File: config.mk
export PLATFORM = sky130hd
export DESIGN_NAME = crc7_frame_check_codec
export DESIGN_NICKNAME = d
export VERILOG_FILES = /design/src/rtl/crc7fc_pkg.sv /design/src/rtl/crc7fc_regs.sv /design/src/rtl/crc7fc_frame.sv /design/src/rtl/crc7fc_reduce.sv /design/src/rtl/crc7fc_emit.sv /design/src/rtl/crc7_frame_check_codec.sv
export SDC_FILE = /design/constraint.sdc
export NUM_CORES = 1
export LEC_CHECK = 0
export BUFFER_PORTS_ARGS = -buffer_cell sky130_fd_sc_hd__buf_2
export CAP_MARGIN = 10
export CORE_UTILIZATION = 50
export DETAILED_ROUTE_END_ITERATION = 12
export PLACE_DENSITY = 0.75
export SETUP_SLACK_MARGIN = 0.5
export SYNTH_ARGS = -nofsm -noshare
export SYNTH_HDL_FRONTEND = slang
export SYNTH_HIERARCHICAL = 1
export SYNTH_SLANG_ARGS = --single-unit
File: constraint.sdc
create_clock -name i_clk -period 18.7 [get_ports i_clk]
set_input_delay 1.87 -clock i_clk [delete_from_list [all_inputs] [get_ports i_clk]]
set_output_delay 1.87 -clock i_clk [all_outputs]
set_load 0.02 [all_outputs]
File: src/rtl/crc7fc_pkg.sv
`default_nettype none

package crc7fc_pkg;

    localparam logic [7:0] POLY_RESET = 8'd221;
    localparam logic [7:0] PAD_RESET  = 8'd32;

    localparam int unsigned ADDR_W = 4;
    localparam int unsigned DATA_W = 32;

    localparam logic [1:0] REG_MODE = 2'd0;
    localparam logic [1:0] REG_POLY = 2'd1;
    localparam logic [1:0] REG_PAD  = 2'd2;

    localparam logic MODE_ENCODE = 1'b0;
    localparam logic MODE_CHECK  = 1'b1;

    localparam logic [1:0] POS_FULL = 2'd3;

    typedef enum logic [1:0] {
        KIND_DATA    = 2'd0,
        KIND_CHECK   = 2'd1,
        KIND_VERDICT = 2'd2
    } t_kind;

    typedef struct packed {
        logic [7:0] data_byte;
        logic       end_of_message;
    } t_in_beat;

    typedef struct packed {
        logic [7:0] out_byte;
        t_kind      out_kind;
        logic       frame_error;
        logic       last;
    } t_out_beat;

    typedef struct packed {
        logic       mode;
        logic [7:0] polynomial;
        logic [7:0] pad_value;
    } t_cfg;

    // one accepted byte that gives results, plus what the emitter needs
    typedef struct packed {
        logic       verdict;
        logic       complete;
        logic [1:0] npad;
        logic [7:0] data_byte;
        logic [7:0] pad_byte;
        logic [7:0] recv_byte;
    } t_job;

    // bits 23 down to 15 of the long division
    function automatic logic [23:0] crc_upper(input logic [23:0] f, input logic [7:0] poly);
        logic [23:0] v;
        v = f;
        for (int b = 23; b >= 15; b--) begin
            if (v[b]) begin
                v = v ^ ({16'd0, poly} << (b - 7));
            end
        end
        return v;
    endfunction

    // bits 14 down to 7, leaves the check byte
    function automatic logic [7:0] crc_lower(input logic [23:0] f, input logic [7:0] poly);
        logic [23:0] v;
        v = f;
        for (int b = 14; b >= 7; b--) begin
            if (v[b]) begin
                v = v ^ ({16'd0, poly} << (b - 7));
            end
        end
        return v[7:0];
    endfunction

endpackage

`default_nettype wire

File: src/rtl/crc7fc_regs.sv
`default_nettype none

module crc7fc_regs (
    input  wire logic                            i_clk,
    input  wire logic                            i_rst_n,
    input  wire logic                            i_psel,
    input  wire logic                            i_penable,
    input  wire logic                            i_pwrite,
    input  wire logic [crc7fc_pkg::ADDR_W-1:0]   i_paddr,
    input  wire logic [crc7fc_pkg::DATA_W-1:0]   i_pwdata,
    output logic      [crc7fc_pkg::DATA_W-1:0]   o_prdata,
    output logic                                 o_pready,
    output crc7fc_pkg::t_cfg                     o_cfg,
    output logic                                 o_mode_wr
);
    import crc7fc_pkg::*;

    t_cfg       r_cfg;
    logic       w_wr;
    logic [1:0] w_idx;

    assign o_pready  = 1'b1;
    assign w_wr      = i_psel && i_penable && i_pwrite && o_pready;
    assign w_idx     = i_paddr[3:2];
    assign o_mode_wr = w_wr && (w_idx == REG_MODE);
    assign o_cfg     = r_cfg;

    always_ff @(posedge i_clk) begin
        if (!i_rst_n) begin
            r_cfg.mode       <= MODE_ENCODE;
            r_cfg.polynomial <= POLY_RESET;
            r_cfg.pad_value  <= PAD_RESET;
        end else if (w_wr) begin
            unique case (w_idx)
                REG_MODE: r_cfg.mode       <= i_pwdata[0];
                REG_POLY: r_cfg.polynomial <= i_pwdata[7:0];
                REG_PAD:  r_cfg.pad_value  <= i_pwdata[7:0];
                default:  ;
            endcase
        end
    end

    always_comb begin
        unique case (w_idx)
            REG_MODE: o_prdata = {{(DATA_W-1){1'b0}}, r_cfg.mode};
            REG_POLY: o_prdata = {{(DATA_W-8){1'b0}}, r_cfg.polynomial};
            REG_PAD:  o_prdata = {{(DATA_W-8){1'b0}}, r_cfg.pad_value};
            default:  o_prdata = '0;
        endcase
    end

endmodule

`default_nettype wire

File: src/rtl/crc7fc_frame.sv
`default_nettype none

module crc7fc_frame (
    input  wire logic                 i_clk,
    input  wire logic                 i_rst_n,
    input  wire crc7fc_pkg::t_cfg     i_cfg,
    input  wire logic                 i_mode_wr,
    input  wire logic                 i_valid,
    input  wire crc7fc_pkg::t_in_beat i_in,
    output logic                      o_stall,
    input  wire logic                 i_down_ready,
    output logic                      o_valid,
    output crc7fc_pkg::t_job          o_job,
    output logic [23:0]               o_frame
);
    import crc7fc_pkg::*;

    logic [1:0]  r_pos;
    logic [23:0] r_held;
    logic        r_valid;
    t_job        r_job;
    logic [23:0] r_frame;

    logic [1:0]  n_pos;
    logic [23:0] n_held;
    logic        w_ready;
    logic        w_acc;
    logic        w_enter;
    t_job        w_job;
    logic [23:0] w_frame;
    logic [1:0]  w_p;
    logic [23:0] w_placed;

    assign w_ready = !r_valid || i_down_ready;
    assign o_stall = !w_ready;
    assign w_acc   = i_valid && w_ready;

    always_comb begin
        w_p      = (r_pos == POS_FULL) ? 2'd0 : r_pos;
        w_placed = r_held | ({16'd0, i_in.data_byte} << {w_p, 3'b000});
        n_pos    = r_pos;
        n_held   = r_held;
        w_enter  = 1'b0;
        w_frame  = w_placed;

        w_job.verdict   = 1'b0;
        w_job.complete  = 1'b0;
        w_job.npad      = 2'd0;
        w_job.data_byte = i_in.data_byte;
        w_job.pad_byte  = i_cfg.pad_value;
        w_job.recv_byte = i_in.data_byte;

        if (i_cfg.mode == MODE_ENCODE) begin
            w_enter        = 1'b1;
            w_job.complete = (w_p == 2'd2) || i_in.end_of_message;
            if (w_job.complete) begin
                w_job.npad = 2'd2 - w_p;
                if (w_p == 2'd0) begin
                    w_frame[15:8] = i_cfg.pad_value;
                end
                if (w_p != 2'd2) begin
                    w_frame[23:16] = i_cfg.pad_value;
                end
                n_pos  = 2'd0;
                n_held = '0;
            end else begin
                n_pos  = w_p + 2'd1;
                n_held = w_placed;
            end
        end else if (r_pos == POS_FULL) begin
            // fourth byte of the frame is the received check byte
            w_enter       = 1'b1;
            w_job.verdict = 1'b1;
            w_frame       = r_held;
            n_pos         = 2'd0;
            n_held        = '0;
        end else if (i_in.end_of_message) begin
            n_pos  = 2'd0;
            n_held = '0;
        end else begin
            n_pos  = r_pos + 2'd1;
            n_held = w_placed;
        end
    end

    always_ff @(posedge i_clk) begin
        if (!i_rst_n) begin
            r_pos   <= '0;
            r_held  <= '0;
            r_valid <= 1'b0;
        end else begin
            if (i_mode_wr) begin
                r_pos  <= '0;
                r_held <= '0;
            end else if (w_acc) begin
                r_pos  <= n_pos;
                r_held <= n_held;
            end
            if (w_ready) begin
                r_valid <= w_acc && w_enter;
            end
        end
    end

    always_ff @(posedge i_clk) begin
        if (w_ready) begin
            r_job   <= w_job;
            r_frame <= w_frame;
        end
    end

    assign o_valid = r_valid;
    assign o_job   = r_job;
    assign o_frame = r_frame;

    a_encode_pos: assert property (@(posedge i_clk) disable iff (!i_rst_n)
        (i_cfg.mode == MODE_ENCODE) |-> (r_pos != POS_FULL))
        else $error("encode frame position ran past three bytes");

    a_stall_full: assert property (@(posedge i_clk) disable iff (!i_rst_n)
        o_stall |-> r_valid)
        else $error("input stalled with empty first stage");

endmodule

`default_nettype wire

File: src/rtl/crc7fc_reduce.sv
`default_nettype none

module crc7fc_reduce (
    input  wire logic                 i_clk,
    input  wire logic                 i_rst_n,
    input  wire logic [7:0]           i_poly,
    input  wire logic                 i_valid,
    input  wire crc7fc_pkg::t_job     i_job,
    input  wire logic [23:0]          i_frame,
    output logic                      o_ready,
    input  wire logic                 i_down_ready,
    output logic                      o_valid,
    output crc7fc_pkg::t_job          o_job,
    output logic [23:0]               o_frame
);
    import crc7fc_pkg::*;

    logic        r_valid;
    t_job        r_job;
    logic [23:0] r_frame;
    logic        w_ready;

    assign w_ready = !r_valid || i_down_ready;
    assign o_ready = w_ready;

    always_ff @(posedge i_clk) begin
        if (!i_rst_n) begin
            r_valid <= 1'b0;
        end else if (w_ready) begin
            r_valid <= i_valid;
        end
    end

    // upper half of the division
    always_ff @(posedge i_clk) begin
        if (w_ready) begin
            r_job   <= i_job;
            r_frame <= crc_upper(i_frame, i_poly);
        end
    end

    assign o_valid = r_valid;
    assign o_job   = r_job;
    assign o_frame = r_frame;

endmodule

`default_nettype wire

File: src/rtl/crc7fc_emit.sv
`default_nettype none

module crc7fc_emit (
    input  wire logic                 i_clk,
    input  wire logic                 i_rst_n,
    input  wire logic [7:0]           i_poly,
    input  wire logic                 i_valid,
    input  wire crc7fc_pkg::t_job     i_job,
    input  wire logic [23:0]          i_frame,
    output logic                      o_ready,
    output logic                      o_valid,
    output crc7fc_pkg::t_out_beat     o_out,
    input  wire logic                 i_stall
);
    import crc7fc_pkg::*;

    logic       r_valid;
    logic [1:0] r_beat;
    t_job       r_job;
    logic [7:0] r_chk;

    logic       w_fire;
    logic       w_last;
    logic       w_free;
    logic [1:0] w_last_idx;

    always_comb begin
        if (r_job.verdict || !r_job.complete) begin
            w_last_idx = 2'd0;
        end else begin
            w_last_idx = r_job.npad + 2'd1;
        end
    end

    assign w_last  = (r_beat == w_last_idx);
    assign w_fire  = r_valid && !i_stall;
    assign w_free  = !r_valid || (w_fire && w_last);
    assign o_ready = w_free;
    assign o_valid = r_valid;

    always_ff @(posedge i_clk) begin
        if (!i_rst_n) begin
            r_valid <= 1'b0;
            r_beat  <= '0;
        end else if (w_free) begin
            r_valid <= i_valid;
            r_beat  <= '0;
        end else if (w_fire) begin
            r_beat <= r_beat + 2'd1;
        end
    end

    // lower half of the division
    always_ff @(posedge i_clk) begin
        if (w_free) begin
            r_job <= i_job;
            r_chk <= crc_lower(i_frame, i_poly);
        end
    end

    always_comb begin
        o_out.frame_error = 1'b0;
        o_out.last        = w_last;
        if (r_job.verdict) begin
            o_out.out_byte    = 8'd0;
            o_out.out_kind    = KIND_VERDICT;
            o_out.frame_error = (r_chk != r_job.recv_byte);
        end else if (r_beat == 2'd0) begin
            o_out.out_byte = r_job.data_byte;
            o_out.out_kind = KIND_DATA;
        end else if (w_last) begin
            o_out.out_byte = r_chk;
            o_out.out_kind = KIND_CHECK;
        end else begin
            o_out.out_byte = r_job.pad_byte;
            o_out.out_kind = KIND_DATA;
        end
    end

    a_beat_range: assert property (@(posedge i_clk) disable iff (!i_rst_n)
        r_valid |-> (r_beat <= w_last_idx))
        else $error("beat counter past end of item");

    a_verdict_single: assert property (@(posedge i_clk) disable iff (!i_rst_n)
        (r_valid && r_job.verdict) |-> (r_beat == 2'd0))
        else $error("verdict spans more than one beat");

endmodule

`default_nettype wire

File: src/rtl/crc7_frame_check_codec.sv
// channel   direction  handshake           payload
// input     in         i_valid / o_stall   i_in  (t_in_beat: data_byte, end_of_message)
// result    out        o_valid / i_stall   o_out (t_out_beat: out_byte, out_kind,
//                                                 frame_error, last)
// config    in         apb write / read    i_paddr, i_pwdata, o_prdata
//
// one byte can enter every cycle while o_stall is low; results pass the frame, reduce and emit registers
// one result beat per cycle while i_stall is low: a full encode frame gives four beats for
// three bytes and a one-byte message gives four, so the result port sets the rate in encode mode
// division is split across two register stages, nine then eight bit steps
// synchronous active-low reset clears frame state and config to defaults
// o_stall rises only while the first stage holds a byte that cannot move on
`default_nettype none

module crc7_frame_check_codec (
    input  wire logic                            i_clk,
    input  wire logic                            i_rst_n,
    input  wire logic                            i_valid,
    input  wire crc7fc_pkg::t_in_beat            i_in,
    output logic                                 o_stall,
    output logic                                 o_valid,
    output crc7fc_pkg::t_out_beat                o_out,
    input  wire logic                            i_stall,
    input  wire logic                            i_psel,
    input  wire logic                            i_penable,
    input  wire logic                            i_pwrite,
    input  wire logic [crc7fc_pkg::ADDR_W-1:0]   i_paddr,
    input  wire logic [crc7fc_pkg::DATA_W-1:0]   i_pwdata,
    output logic      [crc7fc_pkg::DATA_W-1:0]   o_prdata,
    output logic                                 o_pready
);
    import crc7fc_pkg::*;

    t_cfg        w_cfg;
    logic        w_mode_wr;

    logic        w_s1_valid;
    t_job        w_s1_job;
    logic [23:0] w_s1_frame;
    logic        w_s2_ready;

    logic        w_s2_valid;
    t_job        w_s2_job;
    logic [23:0] w_s2_frame;
    logic        w_em_ready;

    crc7fc_regs u_regs (
        .i_clk     (i_clk),
        .i_rst_n   (i_rst_n),
        .i_psel    (i_psel),
        .i_penable (i_penable),
        .i_pwrite  (i_pwrite),
        .i_paddr   (i_paddr),
        .i_pwdata  (i_pwdata),
        .o_prdata  (o_prdata),
        .o_pready  (o_pready),
        .o_cfg     (w_cfg),
        .o_mode_wr (w_mode_wr)
    );

    crc7fc_frame u_frame (
        .i_clk        (i_clk),
        .i_rst_n      (i_rst_n),
        .i_cfg        (w_cfg),
        .i_mode_wr    (w_mode_wr),
        .i_valid      (i_valid),
        .i_in         (i_in),
        .o_stall      (o_stall),
        .i_down_ready (w_s2_ready),
        .o_valid      (w_s1_valid),
        .o_job        (w_s1_job),
        .o_frame      (w_s1_frame)
    );

    crc7fc_reduce u_reduce (
        .i_clk        (i_clk),
        .i_rst_n      (i_rst_n),
        .i_poly       (w_cfg.polynomial),
        .i_valid      (w_s1_valid),
        .i_job        (w_s1_job),
        .i_frame      (w_s1_frame),
        .o_ready      (w_s2_ready),
        .i_down_ready (w_em_ready),
        .o_valid      (w_s2_valid),
        .o_job        (w_s2_job),
        .o_frame      (w_s2_frame)
    );

    crc7fc_emit u_emit (
        .i_clk   (i_clk),
        .i_rst_n (i_rst_n),
        .i_poly  (w_cfg.polynomial),
        .i_valid (w_s2_valid),
        .i_job   (w_s2_job),
        .i_frame (w_s2_frame),
        .o_ready (w_em_ready),
        .o_valid (o_valid),
        .o_out   (o_out),
        .i_stall (i_stall)
    );

endmodule

`default_nettype wire
After elaboration in Yosys (flattened, before gate mapping)
Index checks and enable logic that the tools add are counted.

word-level totals
  logic and storage cells = 143
  register bits after elaboration = 155
  input port bits = 52
  output and inout port bits = 47

operators by class
  equal/unequal tests = 7
  multiplexer cells = 55
  reductions and logical operators = 27
  shift operators = 1
  bitwise logic cells = 20
  add/sub/neg operators = 5

operators by type and width
  cell              number
  $mux 24           5
  $mux 16           4
  $mux 10           5
  $mux 23           2
  $mux 22           2
  $mux 21           2
  $mux 20           2
  $mux 8            5
  $mux 19           2
  $mux 18           2
  $mux 17           2
  $mux 14           2
  $mux 13           2
  $mux 12           2
  $or 24x24->24     1
  $pmux 8 s3        1
  $shl 8x5->24      1
  $xor 23x23->23    1
  $mux 11           2
  $xor 22x22->22    1
  $xor 21x21->21    1
  $xor 20x20->20    1
  $xor 19x19->19    1
  $mux 9            2
  other kinds (29)  64

Depth between registers and ports, before layout
  depth in word-level cells = 31
  mapped depth = 15
  gate-level depth less buffers = 13

Cells and area by module
Netlist, hierarchy kept.

by module, submodules not included
  module         area each (µm²)  cells each  times used  sequential area each (µm²)
  crc7fc_reduce  3489.6           344         1           1581.5
  crc7fc_emit    3397.0           391         1           1141.1
  crc7fc_frame   2812.7           232         1           1861.8
  crc7fc_regs    991.0            117         1           340.3

Worst setup path before layout
Ideal clock, no wire load.

  path kind = input to output
  start = input port i_stall
  end = output port o_stall
  path buffers = 0
  data required time = 16.830 ns
  arrival = 7.292 ns
  slack = 9.538 ns
  stages = 4
  path through = o21ai_0 nand2b_1 nand2b_2 inv_1

between the ends
  longest elaborated chain between the ends = 7

ends and longest elaborated chain
  element             RTL line                      RTL
  start: declaration  crc7_frame_check_codec.sv:23  input wire logic i_stall,
  $logic_not 1->1     crc7fc_emit.sv:36             assign w_fire = r_valid && !i_stall;
  $logic_and 1x1->1   crc7fc_emit.sv:36
  $logic_and 1x1->1   crc7fc_emit.sv:37             assign w_free = !r_valid || (w_fire && w_last);
  $logic_or 1x1->1    crc7fc_emit.sv:37
  $logic_or 1x1->1    crc7fc_reduce.sv:23           assign w_ready = !r_valid || i_down_ready;
  via w_s2_ready      crc7_frame_check_codec.sv:40  logic w_s2_ready;
  $logic_or 1x1->1    crc7fc_frame.sv:34            assign w_ready = !r_valid || i_down_ready;
  $logic_not 1->1     crc7fc_frame.sv:35            assign o_stall = !w_ready;
  end: declaration    crc7_frame_check_codec.sv:20  output logic o_stall,

The timed path passes the listed nets, and every way through them passes these cells.

Worst setup path in the final report
  start = input port i_stall
  end = output port o_stall

between the ends
  longest elaborated chain between the ends = 7

ends and longest elaborated chain
  element            RTL line                      RTL
  $logic_not 1->1    crc7fc_emit.sv:36
  $logic_and 1x1->1  crc7fc_emit.sv:36
  $logic_and 1x1->1  crc7fc_emit.sv:37
  $logic_or 1x1->1   crc7fc_emit.sv:37
  via w_em_ready     crc7_frame_check_codec.sv:45  logic w_em_ready;
  $logic_or 1x1->1   crc7fc_reduce.sv:23
  via w_s2_ready     crc7_frame_check_codec.sv:40
  $logic_or 1x1->1   crc7fc_frame.sv:34
  $logic_not 1->1    crc7fc_frame.sv:35

The timed path passes the listed nets, and every way through them passes these cells.

==> out/summary.txt <==
placeable core area = 20300 µm²
ANT nets after route = 0
area of the die = 21300 µm²
Final Hold Fails = 0
slew at the pin closest to its max-slew limit = 1130 ps
Die H = 146 µm
final cycle utilization of the critical path = 35.8%
leading cell type in the layout, fill and taps excluded = edfxtp_1
Detailed Route Iter0 Violations = 716
cell chosen for the clock root = clkbuf_16
Critical R2R Launch = u_emit/r_job[27]
number of hold buffers added after cts = 0
initial antenna violation count = 0
RePlAce Congestion = 0.918
Worst slew margin = 24.4%
type of the setup path with the least slack = in2out
outcome = complete, no violations
max-cap check violation count = 0
total number of vias = 7764
# diodes = 0
kind of end point of the critical path = output pin
Post-DP Area = 10500 µm²
DP Wirelength = 15500 µm
top achievable clock speed = 149 MHz
Die Span X = 146 µm
worst clock skew = 7.51 ps
total area of multi-input combinational cells = 5100 µm²
maximum clock insertion buffer count = 2
Power Dens Cells = 196 nW/µm²
Worst EP required = 16830 ps
worst r2r dst = u_frame/r_held[5]
vias per cell = 5.79
number of top-level pins = 99
global-route wire length before repair = 36400 µm
Worst-Skew Late Latency = 430 ps
Min Clock Period, post-route = 6690 ps
length of the first detailed-routing pass in iterations = 6
FF-to-FF setup slack = 13380 ps
Avg WL per Cell = 16.8 µm
setup repair after global routing missed its margin = no
Yosys warning total = 6
Tot GR Track Use = 21.6%
count of endpoints failing setup in the final report = 0
number of buffers inserted to repair setup after CTS = 0
aggregate global routing overflow = 0
via count of the first global-routing pass = 7133
clock net sink count = 171
cell count after placement = 1308
clock-pin slew on the worst setup and hold paths = 70 ps
clock tree from TritonCTS = yes
final instance area = 11100 µm²
worst IR drop on VDD = 172 µV
critical path startpoint category = input pin
fin util = 54.5%
share of cells above drive strength 1 = 11.8%
H-tree depth reported by CTS = 4
Crit path arrival time = 4820 ps
crit path from = i_stall
sum of routed wire length over all layers = 22500 µm
initial core utilization = 51.1%
# resized after CTS = 0
mapped cell area = 10400 µm²
pin count of the biggest net entering global routing = 66
number of cell instances on the worst register-to-register path = 13
Final Slew Violations = 0
synthesized netlist cell count = 1066
Setup crit end = o_stall
area growth from synthesis to layout = 6.78%
number of buffers inserted by port buffering = 47
non-filler cells in the finished layout = 1340
Worst Hold Path Cells = 0
setup total negative slack = 0 ps
Remaining DRCs = 0
FF+latch area = 4660 µm²
std cell rows = 52
synthesized area divided by synthesized cell count = 9.72 µm²
number of filler instances in the final layout = 1752
most used cells in the layout excluding fill and tap cells = 123 x edfxtp_1, 114 x nand2_1, 85 x nor2_1, 75 x a21oi_1, 57 x xnor2_1
Total Nets Final = 1115
leakage = 4.45 nW
highest fanout seen on the critical path = 48
path category of the worst min-delay check = reg2reg
number of clock buffers inserted by TritonCTS = 17
[worst max-delay path, stage by stage]
cell,delay [ps]
buf_2,130
o21ai_4,880
nand2b_2,280
buf_4,470
nand2b_2,210
buf_4,480
inv_1,230
buf_2,220
[state kept, by name (all words and copies together) (netlist names), 2 cells and up]
register          cells
u_emit/r_beat         2
u_frame/o_job        20
u_frame/r_pos         2
u_regs/o_cfg         17
u_reduce/o_job       28
u_frame/o_frame      24
u_emit/r_chk          8
u_frame/r_held       24
u_reduce/o_frame     15
u_emit/r_job         28
[report_power, final]
| part | switching (mW) | leakage, nW | total (mW) | internal (mW) |
|---|---|---|---|---|
| Combinational | 0.714 | 2.44 | 1.30 | 0.581 |
| Sequential | 0.0405 | 1.74 | 0.544 | 0.503 |
| Clock | 0.152 | 0.266 | 0.326 | 0.174 |
[layout make-up]
class                      count  area share [%]
multi-input combinational    781            46.0
sequential                   171            42.1
clock buffer                  17            3.84
tap                          270            3.05
timing repair buffer          58            2.87
clock inverter                15            1.16
inverter                      28           0.972
[stage by stage]
step,setup WS [ps],total power [mW],hold WS [ps]
floorplan,9770,1.63,400
global placement,12020,1.82,402
detailed placement,11930,1.83,405
CTS,11900,2.17,414
global route,11570,2.31,419
finish,12010,2.17,414
[how the worst min path moves through the flow]
stage,slack [ps],to,start
after floorplan,400,u_emit/r_job[0],u_reduce/o_job[0]
after global placement,400,u_reduce/o_job[8],u_frame/o_job[8]
after detailed placement,400,u_emit/r_job[1],u_reduce/o_job[1]
after CTS,410,u_emit/r_job[2],u_reduce/o_job[2]
after global routing,420,u_reduce/o_frame[6],u_frame/o_frame[6]
final,410,u_emit/r_job[2],u_reduce/o_job[2]
[layer usage]
metal	global-route usage (%)	vias to the layer above	part of all wire [%]
met2	35.3	260	48
met3	3.20	48	5.3
met4	10.2	0	3.2
li1	-	3798	-
met5	0	-	0
met1	28.3	3658	44
No activity file was read; power rests on OpenSTA's default activity.
